[config.mk]
export PLATFORM = sky130hd
export DESIGN_NAME = tick_task_scheduler
export DESIGN_NICKNAME = d
export VERILOG_FILES = /design/src/rtl/tts_pkg.sv /design/src/rtl/tick_task_scheduler.sv /design/src/rtl/tts_ram.sv
export SDC_FILE = /design/constraint.sdc
export NUM_CORES = 1
export LEC_CHECK = 0
export ABC_AREA = 1
export BUFFER_PORTS_ARGS = -buffer_cell sky130_fd_sc_hd__buf_2
export CAP_MARGIN = 5
export CORE_AREA = 2 2 276 278
export CTS_BUF_LIST = sky130_fd_sc_hd__clkbuf_4 sky130_fd_sc_hd__clkbuf_8
export DETAILED_ROUTE_END_ITERATION = 12
export DIE_AREA = 0 0 278 280
export PLACE_DENSITY_LB_ADDON = 0.08
export RECOVER_POWER = 25
export SLEW_MARGIN = 0
export SYNTH_ARGS = -nofsm -noshare
export SYNTH_HDL_FRONTEND = slang
export SYNTH_SLANG_ARGS = --single-unit
[constraint.sdc]
create_clock -name clk_i -period 5.65 [get_ports clk_i]
set_input_delay 0.8475 -clock clk_i [delete_from_list [all_inputs] [get_ports clk_i]]
set_output_delay 0.8475 -clock clk_i [all_outputs]
set_load 0.005 [all_outputs]
[src/rtl/tts_pkg.sv]
package tts_pkg;

  localparam logic [3:0] OP_TICK        = 4'd0;
  localparam logic [3:0] OP_INIT        = 4'd1;
  localparam logic [3:0] OP_DISABLE     = 4'd2;
  localparam logic [3:0] OP_SET_PENDING = 4'd3;
  localparam logic [3:0] OP_SET_DELAY   = 4'd4;
  localparam logic [3:0] OP_SET_PERIOD  = 4'd5;
  localparam logic [3:0] OP_RESET_TIMER = 4'd6;
  localparam logic [3:0] OP_DISPATCH    = 4'd7;
  localparam logic [3:0] OP_COMPLETE    = 4'd8;

  localparam logic [1:0] STAT_OK      = 2'd0;
  localparam logic [1:0] STAT_ALREADY = 2'd1;
  localparam logic [1:0] STAT_NOT_EN  = 2'd2;

  typedef enum logic [1:0] {
    ST_IDLE,
    ST_CMD,
    ST_TICK
  } state_e;

  typedef struct packed {
    logic [3:0]  opcode;
    logic [2:0]  task_req;
    logic [31:0] value;
    logic        task_failed;
  } cmd_t;

  typedef struct packed {
    logic [1:0]  status;
    logic        dispatch_valid;
    logic [2:0]  dispatch_task;
    logic [31:0] system_time;
  } res_t;

endpackage

[src/rtl/tick_task_scheduler.sv]
// Tick-driven periodic task scheduler.
// Commands enter on cmd_i with start; a command is taken at a rising edge
// where start is high and busy is low. Each command gives exactly one result
// on res_o, marked by done_o for a single cycle; the receiver cannot stall.
// Period and countdown of every slot sit in two RAMs with registered reads;
// enable and pending flags are flip-flops.
// Command flow:
//   - tick: busy while the walker reads, decrements and writes back one slot
//     per cycle (RAM read pipelined one slot ahead); done_o rises as busy
//     falls, after the last slot has been written back.
//   - other commands: busy while the addressed slot is read from RAM (ST_CMD);
//     done_o rises as busy falls.
// No new command is taken while busy is high.
// A new command may be taken in the cycle where done_o is high.
// Reset clears all enable and pending flags and the system time; slot RAM
// contents are not cleared and are only used once init has written them.
module tick_task_scheduler
  import tts_pkg::*;
#(
  parameter int TASK_COUNT = 8
) (
  input  logic clk_i,
  input  logic rst_ni,
  input  logic start,
  input  cmd_t cmd_i,
  output logic busy,
  output res_t res_o,
  output logic done_o
);

  localparam int AW = (TASK_COUNT > 1) ? $clog2(TASK_COUNT) : 1;
  localparam int RamDepth = (TASK_COUNT > 1) ? TASK_COUNT : 2;

  state_e              state_q, state_d;
  cmd_t                cmd_q, cmd_d;
  logic [AW-1:0]       walk_q, walk_d;
  logic [TASK_COUNT-1:0] en_q, en_d;
  logic [TASK_COUNT-1:0] pend_q, pend_d;
  logic [31:0]         time_q, time_d;
  res_t                res_q, res_d;
  logic                done_q, done_d;

  logic                accept;
  logic [31:0]         in_req_ext, q_req_ext;
  logic [AW-1:0]       in_addr, q_addr;
  logic                q_in_range, q_enabled;

  logic [AW-1:0]       raddr;
  logic                per_we, cd_we;
  logic [AW-1:0]       waddr;
  logic [31:0]         per_wdata, cd_wdata;
  logic [31:0]         per_rdata, cd_rdata;
  logic [31:0]         cd_dec;

  logic [TASK_COUNT-1:0] ready_set;
  logic                disp_hit;
  logic [AW-1:0]       disp_sel;

  assign accept     = start && !busy;
  assign in_req_ext = 32'(cmd_i.task_req);
  assign in_addr    = in_req_ext[AW-1:0];
  assign q_req_ext  = 32'(cmd_q.task_req);
  assign q_addr     = q_req_ext[AW-1:0];
  assign q_in_range = q_req_ext < 32'(TASK_COUNT);
  assign q_enabled  = q_in_range && en_q[q_addr];
  assign cd_dec     = cd_rdata - 32'd1;

  // Lowest enabled pending slot.
  assign ready_set = en_q & pend_q;
  always_comb begin
    disp_hit = 1'b0;
    disp_sel = '0;
    for (int i = TASK_COUNT - 1; i >= 0; i--) begin
      if (ready_set[i]) begin
        disp_hit = 1'b1;
        disp_sel = AW'(i);
      end
    end
  end

  tts_ram #(.Width(32), .Depth(RamDepth)) u_period_ram (
    .clk_i   (clk_i),
    .we_i    (per_we),
    .waddr_i (waddr),
    .wdata_i (per_wdata),
    .raddr_i (raddr),
    .rdata_o (per_rdata)
  );

  tts_ram #(.Width(32), .Depth(RamDepth)) u_count_ram (
    .clk_i   (clk_i),
    .we_i    (cd_we),
    .waddr_i (waddr),
    .wdata_i (cd_wdata),
    .raddr_i (raddr),
    .rdata_o (cd_rdata)
  );

  always_comb begin
    state_d   = state_q;
    cmd_d     = cmd_q;
    walk_d    = walk_q;
    en_d      = en_q;
    pend_d    = pend_q;
    time_d    = time_q;
    res_d     = res_q;
    done_d    = 1'b0;
    raddr     = '0;
    per_we    = 1'b0;
    cd_we     = 1'b0;
    waddr     = q_addr;
    per_wdata = cmd_q.value;
    cd_wdata  = cmd_q.value;

    unique case (state_q)
      ST_IDLE: begin
        if (accept) begin
          cmd_d = cmd_i;
          walk_d = '0;
          if (cmd_i.opcode == OP_TICK) begin
            raddr   = '0;
            state_d = ST_TICK;
          end else begin
            raddr   = in_addr;
            state_d = ST_CMD;
          end
        end
      end

      ST_TICK: begin
        // Read one slot ahead; write back the slot whose data is here.
        raddr    = walk_q + AW'(1);
        waddr    = walk_q;
        cd_wdata = cd_dec;
        if (en_q[walk_q] && (per_rdata != '0 || cd_rdata != '0)) begin
          cd_we = 1'b1;
          if (cd_dec == '0) begin
            pend_d[walk_q] = 1'b1;
          end
        end
        walk_d = walk_q + AW'(1);
        if (walk_q == AW'(TASK_COUNT - 1)) begin
          time_d                   = time_q + 32'd1;
          res_d.status             = STAT_OK;
          res_d.dispatch_valid     = 1'b0;
          res_d.dispatch_task      = '0;
          res_d.system_time        = time_q + 32'd1;
          done_d                   = 1'b1;
          state_d                  = ST_IDLE;
        end
      end

      ST_CMD: begin
        res_d.status         = STAT_OK;
        res_d.dispatch_valid = 1'b0;
        res_d.dispatch_task  = '0;
        res_d.system_time    = time_q;
        done_d               = 1'b1;
        state_d              = ST_IDLE;
        priority if (cmd_q.opcode == OP_INIT) begin
          if (!q_in_range) begin
            res_d.status = STAT_NOT_EN;
          end else begin
            if (en_q[q_addr]) begin
              res_d.status = STAT_ALREADY;
            end
            per_we         = 1'b1;
            cd_we          = 1'b1;
            pend_d[q_addr] = 1'b0;
            en_d[q_addr]   = 1'b1;
          end
        end else if (cmd_q.opcode == OP_DISPATCH) begin
          if (disp_hit) begin
            pend_d[disp_sel]     = 1'b0;
            res_d.dispatch_valid = 1'b1;
            res_d.dispatch_task  = 3'(disp_sel);
          end
        end else if (cmd_q.opcode >= OP_DISABLE && cmd_q.opcode <= OP_COMPLETE) begin
          if (!q_enabled) begin
            res_d.status = STAT_NOT_EN;
          end else begin
            unique case (cmd_q.opcode)
              OP_DISABLE:     en_d[q_addr] = 1'b0;
              OP_SET_PENDING: pend_d[q_addr] = 1'b1;
              OP_SET_DELAY:   cd_we = 1'b1;
              OP_SET_PERIOD:  per_we = 1'b1;
              OP_RESET_TIMER: begin
                cd_we    = 1'b1;
                cd_wdata = per_rdata;
              end
              default: begin
                if (cmd_q.task_failed) begin
                  en_d[q_addr] = 1'b0;
                end
                if (per_rdata != '0) begin
                  cd_we    = 1'b1;
                  cd_wdata = per_rdata;
                end
              end
            endcase
          end
        end else begin
          // Unused opcodes: answer ok, change nothing.
          res_d.status = STAT_OK;
        end
      end

      default: state_d = ST_IDLE;
    endcase
  end

  always_ff @(posedge clk_i or negedge rst_ni) begin
    if (!rst_ni) begin
      state_q <= ST_IDLE;
      walk_q  <= '0;
      en_q    <= '0;
      pend_q  <= '0;
      time_q  <= '0;
      done_q  <= 1'b0;
    end else begin
      state_q <= state_d;
      walk_q  <= walk_d;
      en_q    <= en_d;
      pend_q  <= pend_d;
      time_q  <= time_d;
      done_q  <= done_d;
    end
  end

  always_ff @(posedge clk_i) begin
    cmd_q <= cmd_d;
    res_q <= res_d;
  end

  assign busy   = (state_q != ST_IDLE);
  assign res_o  = res_q;
  assign done_o = done_q;

  a_done_idle: assert property (@(posedge clk_i) disable iff (!rst_ni)
    done_o |-> !busy)
    else $error("result strobe while busy");

  a_accept_busy: assert property (@(posedge clk_i) disable iff (!rst_ni)
    accept |=> busy)
    else $error("accepted command did not raise busy");

  a_ram_write_busy: assert property (@(posedge clk_i) disable iff (!rst_ni)
    (per_we || cd_we) |-> busy)
    else $error("slot RAM written while idle");

  a_dispatch_ok: assert property (@(posedge clk_i) disable iff (!rst_ni)
    (done_o && res_o.dispatch_valid) |-> (res_o.status == STAT_OK))
    else $error("dispatch result with error status");

endmodule

[src/rtl/tts_ram.sv]
module tts_ram #(
  parameter int Width = 32,
  parameter int Depth = 8
) (
  input  logic                     clk_i,
  input  logic                     we_i,
  input  logic [$clog2(Depth)-1:0] waddr_i,
  input  logic [Width-1:0]         wdata_i,
  input  logic [$clog2(Depth)-1:0] raddr_i,
  output logic [Width-1:0]         rdata_o
);

  logic [Width-1:0] mem_q [Depth];

  always_ff @(posedge clk_i) begin
    if (we_i) begin
      mem_q[waddr_i] <= wdata_i;
    end
    rdata_o <= mem_q[raddr_i];
  end

endmodule

---- Word-level counts from Yosys, hierarchy flattened ----
Memories as Yosys holds them, arrays and structs flattened. A register that Yosys moved wholly into a read port is not among the register bits.
Index checks and enable logic that the tools add are counted.
word-level totals
  bits in registers ....................... 132
  memory bits (writable) .................. 512
  input port bits ......................... 43
  output and inout bits ................... 40
  word-level logic and storage cells ...... 182
  memories ................................ 2
operators by class
  add/subtract/negate cells ............... 3
  order comparisons ....................... 9
  equality and inequality tests ........... 22
  mux-type cells .......................... 92
  bitwise logic cells ..................... 9
  reduce and logical (&&, ||, !) cells .... 31
memory list
  memory              words  width  rd ports  clocked after Yosys merged registers in  wr ports  RTL line       source
  u_count_ram.mem_q   8      32     1         1                                        1         tts_ram.sv:13  logic [Width-1:0] mem_q [Depth];
  u_period_ram.mem_q  8      32     1         1                                        1         tts_ram.sv:13
operators by type and width
  kind                                                  number
  two-way mux 32 bit                                    5
  case mux 32 bit (2 select lines)                      2
  two-way mux 8 bit                                     15
  case mux 38 bit (2 select lines)                      1
  nonzero test 32 bit                                   2
  two-way mux 38 bit                                    1
  two-way mux 3 bit                                     12
  adder 32 x 1 -> 32 bit (second input constant)        1
  bitwise AND 8 bit                                     4
  zero test 32 bit                                      1
  two-way mux 1 bit                                     32
  case mux 8 bit (2 select lines)                       2
  subtractor 32 x 1 -> 32 bit (second input constant)   1
  bitwise OR 8 bit                                      3
  equality test 4 x 3 -> 1 bit (second input constant)  4
  < comparator 3 x 4 -> 1 bit (second input constant)   4
  two-way mux 2 bit                                     8
  inverter 8 bit                                        2
  two-way mux 4 bit                                     3
  inequality test 2 bit (second input constant)         6
  inequality test 4 bit (second input constant)         3
  case mux 3 bit (2 select lines)                       2
  AND reduction 2 bit                                   5
  nonzero test 2 bit                                    5
  other kinds (27)                                      42

---- Depth between registers and ports, before layout ----
  depth after elaboration ................. 19
  gate-level depth with buffers ........... 17
  mapped depth without buffers ............ 17

---- Modules after synthesis ----
From an unflattened synthesis, not the netlist that was laid out.
unflattened totals
  cell total of the unflattened synthesis .. 3,551
  area, all modules ....................... 32,680.1 sq um
modules (own cells, without submodules)
  module               instances  cells an instance  area each (sq um)  sequential area each (sq um)
  tts_ram              2          1,156              11,872.6           8,328.0
  tick_task_scheduler  1          1,239              8,934.8            3,693.5

---- Least setup slack after synthesis ----
No wires, ideal clock.
  path type ............................... flip-flop to flip-flop
  start ................................... reg state_q[1]
  end ..................................... reg res_q, in the netlist res_o[0] (enable)
  library setup time ...................... 0.486 ns
  arrival time ............................ 3.942 ns
  required time ........................... 5.164 ns
  path slack .............................. 1.222 ns
  stages on the path, launching flop included .. 7
  path buffers ............................ 2
  clock period less this slack ............ 4.428 ns
  path through ............................ dfrtp_1 -> inv_1 -> ha_1 -> clkinv_1 -> clkbuf_1 -> buf_1 -> o21ai_0
on the way
  word-level cells in the longest chain between the ends .. 3
  elaborated cells on any way between the ends .. 5
  those cells by class .................... eq/ne (3); reduce/logical (2)
ends and longest elaborated chain
  what                                                                                 RTL line                    source
  start: declaration                                                                   tick_task_scheduler.sv:34   state_e state_q, state_d;
  start signal: assignment                                                             tick_task_scheduler.sv:221  state_q <= state_d;
  equality test 2 bit / equality test 2 x 1 -> 1 bit (equally long branches)           tick_task_scheduler.sv:115  unique case (state_q)
  inequality test 2 bit (no source line) / nonzero test 2 bit (equally long branches)  n/a
  AND reduction 2 bit (no source line) *                                               n/a
  end signal: assignment                                                               tick_task_scheduler.sv:232  res_q <= res_d;
  end: declaration                                                                     tick_task_scheduler.sv:40   res_t res_q, res_d;
Every way passes the cells marked *; elsewhere a longest branch is shown, timed or not.
A chain may end at the register's enable or synchronous reset.

---- Final worst setup path ----
  start ................................... reg cmd_q, in the netlist q_addr[0]
  end ..................................... mem u_count_ram.mem_q[3][24], data pin
on the way
  word-level cells in the longest chain between the ends .. 8
  elaborated cells on any way between the ends .. 9
  those cells by class .................... order compare (1); mux (7); reduce/logical (1)
ends and longest elaborated chain
  what                                     RTL line                    source
  start: declaration                       tick_task_scheduler.sv:35   cmd_t cmd_q, cmd_d;
  start signal: assignment                 tick_task_scheduler.sv:231  cmd_q <= cmd_d;
  binary-select mux 1 bit (select 3 bit)   tick_task_scheduler.sv:65   assign q_enabled = q_in_range && en_q[q_addr];
  two-way mux 1 bit (not written as such)  tick_task_scheduler.sv:65
  logical AND 1 bit *                      tick_task_scheduler.sv:65
  two-way mux 32 bit *                     tick_task_scheduler.sv:179  if (!q_enabled) begin
  two-way mux 32 bit *                     tick_task_scheduler.sv:178  end else if (cmd_q.opcode >= OP_DISABLE && cmd_q.opcode <= OP_COMPLETE) begin
  two-way mux 32 bit *                     tick_task_scheduler.sv:172  end else if (cmd_q.opcode == OP_DISPATCH) begin
  two-way mux 32 bit *                     tick_task_scheduler.sv:160  priority if (cmd_q.opcode == OP_INIT) begin
  case mux 32 bit (2 select lines) *       tick_task_scheduler.sv:115
  named net cd_wdata[24]                   tick_task_scheduler.sv:51   logic [31:0] per_wdata, cd_wdata;
  end: declaration                         tts_ram.sv:13
The timed path passes the listed nets; every way through them passes the cells marked *. The select of a mux whose other input is x is not followed.

==> impl_metrics.tcl <==
set metrics [dict create \
    fin_setup_tns_ns 0 \
    cp-end-kind "register" \
    r2r_start "q_addr[0]" \
    drv_cap 1 \
    worstSetupPathType "reg2reg" \
    yosys_most_used_dff "edfxtp_1" \
    boundaryPins 83 \
    switching_share 0.321 \
    gp_congestion 0.892 \
    cts_sinks 708 \
    required_ns 6.05 \
    crit_chain "nand2_1, o21ai_0, nand2_1, nand2_1, nand2_1, nand2_1, inv_1, nand2_1, inv_2, nand3_2, o21ai_0, a21oi_1, nor2_1" \
    clkPwrFrac 0.322 \
    final.min_clock_period_ns 3.83 \
    grt_setup_unrepaired "no" \
    die-area_um2 77800 \
    areaGrowthSynthToFinish_pct 13.7 \
    violations "capacitance limit, slew limit" \
    ctsResizeCount 0 \
    ys_ff_latch 708 \
    max_slew_margin -1.26 \
    setup_viol 0 \
    crit_path_end "u_count_ram.mem_q[3][24]" \
    min_path_type "in2reg" \
    synth_fp_nets 2849 \
    place_area_um2 31400 \
    initial_core_util 0.396 \
    peakVddDrop_uv 260 \
    worst-path-max-fanout 64 \
    final_area_um2 33900 \
    final_critical_path_setup_slack_ns 1.82 \
    drt-pass1-iter-count 5 \
    port_buffers 82 \
    yosysSeqAreaShare 0.683 \
    path_clk_slew_ns 0.06 \
    worst_slew_pin_slew_ns 3.40 \
    ys_types 40 \
    hold_ws_ns 0.270 \
    clock_latency_ns 0.75 \
    fin_skew_ns 0.0424 \
    slowest_delay_ns 0.82 \
    r2r_slack_ns 1.82 \
    ant_nets 0 \
    syn_avg_cell_area_um2 10.6 \
    max_freq_ghz 0.261 \
    synth-edff-count 590 \
    clk_path_buf_depth 3 \
    track_usage 0.208 \
    vias 20600 \
    period_share 0.678 \
    drt_wl_total_mm 80.6 \
    path_common_cell "nand2_1" \
    final_common_cell "nor2_1" \
    cp_data_arrival_time_ns 4.23 \
    slew_viol_final 55 \
    antenna_found_initial 2 \
    final_cell_mix "617 x nor2_1, 590 x edfxtp_1, 399 x o21ai_0" \
    reg2reg_depth 13 \
    leakage_uw 0.0122 \
    final_hold_viol_count 0 \
    fp-row-count 101 \
    numCtsBuffers 121 \
    post_cts_buffers 0 \
    overflow 0 \
    netlist_area_um2 29800 \
    syn_inst 2798 \
    p_switching_uw 4710 \
    yosys_warnings 0 \
    powerDensity_nw_per_um2 433 \
    drtIter0Drc 1558 \
    die_h_um 280 \
    drive_above_1_share 0.123 \
    tritoncts "done" \
    slowest_stage "nand3_2" \
    pre_cts_ws_ns 1.71 \
    grt_pass1_vias 20300 \
    core_area_um2 75200 \
    synthArstFlopShare 0.0763 \
    hold_buffers 0 \
    timing.rr.end "u_count_ram.mem_q[3][24]" \
    drc 0 \
    grt_max_degree 162 \
    fin_nets 2949 \
    cts_max_level 3 \
    routedWlPerCell_um 20.2 \
    crit_start "q_addr[0]" \
    combPwrFrac 0.203 \
    p_seq_frac 0.475 \
    status "finished with violations" \
    vias_per_cell 5.17 \
    dieWidth_um 278 \
    grt_first_pass_wirelength_mm 124 \
    root_buffer "clkbuf_8" \
    startpoint_type "register" \
    intPower_uw 9950 \
    hpwl_mm 47.3 \
]
metal layers:
| layer | track usage | part of all wire | up-vias |
|---|---|---|---|
| li1 | - | - | 9917 |
| met1 | 0.277 | 0.45 | 10000 |
| met2 | 0.358 | 0.49 | 501 |
| met3 | 0.0280 | 0.042 | 113 |
| met4 | 0.0567 | 0.019 | 0 |
| met5 | 0 | 0 | - |
worst min path at each step:
stage,from,end,slack [ns],cells past startpoint
2_1_floorplan,pend_q[0],pend_q[0],0.48,2
3_3_place_gp,register,register,0.51,2
3_5_place_dp,register,register,0.51,2
4_1_cts,cmd_i[2],per_wdata[1],0.20,1
5_1_grt,cmd_i[14],per_wdata[13],0.23,1
6_report,cmd_i[28],per_wdata[27],0.27,1
cells in the mapped netlist, types with 4 or more instances:
master    count  area, um^2
nor3_1       20         100
nand2_1     371        1390
buf_2        27         135
inv_1       155         582
a31oi_1      70         438
nor2_2       12        75.1
nor2_4        5        56.3
o22ai_1      65         407
nand4_1      12        75.1
o21ai_1      12        60.1
dfxtp_1      64        1280
nor3_2        4        40.0
inv_2         4        15.0
nand2_4       5        56.3
buf_1        12        45.0
a21oi_1      62         310
xnor2_1      10        87.6
o21ai_0     400        2000
clkbuf_1     95         357
a211oi_1      4        30.0
dfrtp_1      54        1350
ha_1          8         100
nand3_1      51         255
xor2_1       25         219
nor2_1      633        2380
edfxtp_1    590       17700
flip-flops by register name (all words and copies together) (netlist names), 3 cells and up, named ones only:
signal / flops
time_q: 32
per_wdata: 32
q_addr: 3
u_count_ram.rdata_o: 32
walk_q: 3
cmd_q: 5
u_period_ram.mem_q: 256
u_count_ram.mem_q: 256
res_o: 38
u_period_ram.rdata_o: 32
pend_q: 8
layout make-up:
type	count	area, um^2
fillers	7137	41300
flip-flops and latches	708	20300
multi-input cells	1790	8430
clock buffers	181	2200
well taps	978	1220
repair buffers	115	731
inverters	162	616
clock inverters	46	310
diodes	1	2.50
critical path, delay by kind of cell, from the launching register on:
kind            cells  cell delay (ns)
compound gates      3             0.73
flops               1             0.54
buf+inv             2             0.19
simple gates        8             1.98
cells by family (layout without fill, tap and decap cells):
kind of cell,Yosys count,count (layout),share of synthesized area
flops,708,708,0.683
buf+inv,300,504,0.0397
compound gates,622,622,0.111
xor+xnor,35,35,0.0103
fa+ha+maj,8,8,0.00336
other cells,0,1,0
simple gates,1125,1125,0.152
metrics by stage:
stage | cells | utilization | power [uW]
after global placement | 3753 | 0.417 | 10100
after detailed placement | 3753 | 0.417 | 10100
after CTS | 3980 | 0.451 | 14900
final | 3981 | 0.450 | 14700
after global routing | 3981 | 0.450 | 15500
after floorplan | 2798 | - | 8810
power by group through the flow:
stage	Combinational, uW	Sequential (uW)	Clock (uW)
4_1_cts	3050	6980	4860
3_5_place_dp	3040	7080	0
2_1_floorplan	1890	6920	0
3_3_place_gp	3020	7080	0
6_report	2970	6970	4720
5_1_grt	3360	7020	5090
Power figures use the tool's default switching activity.
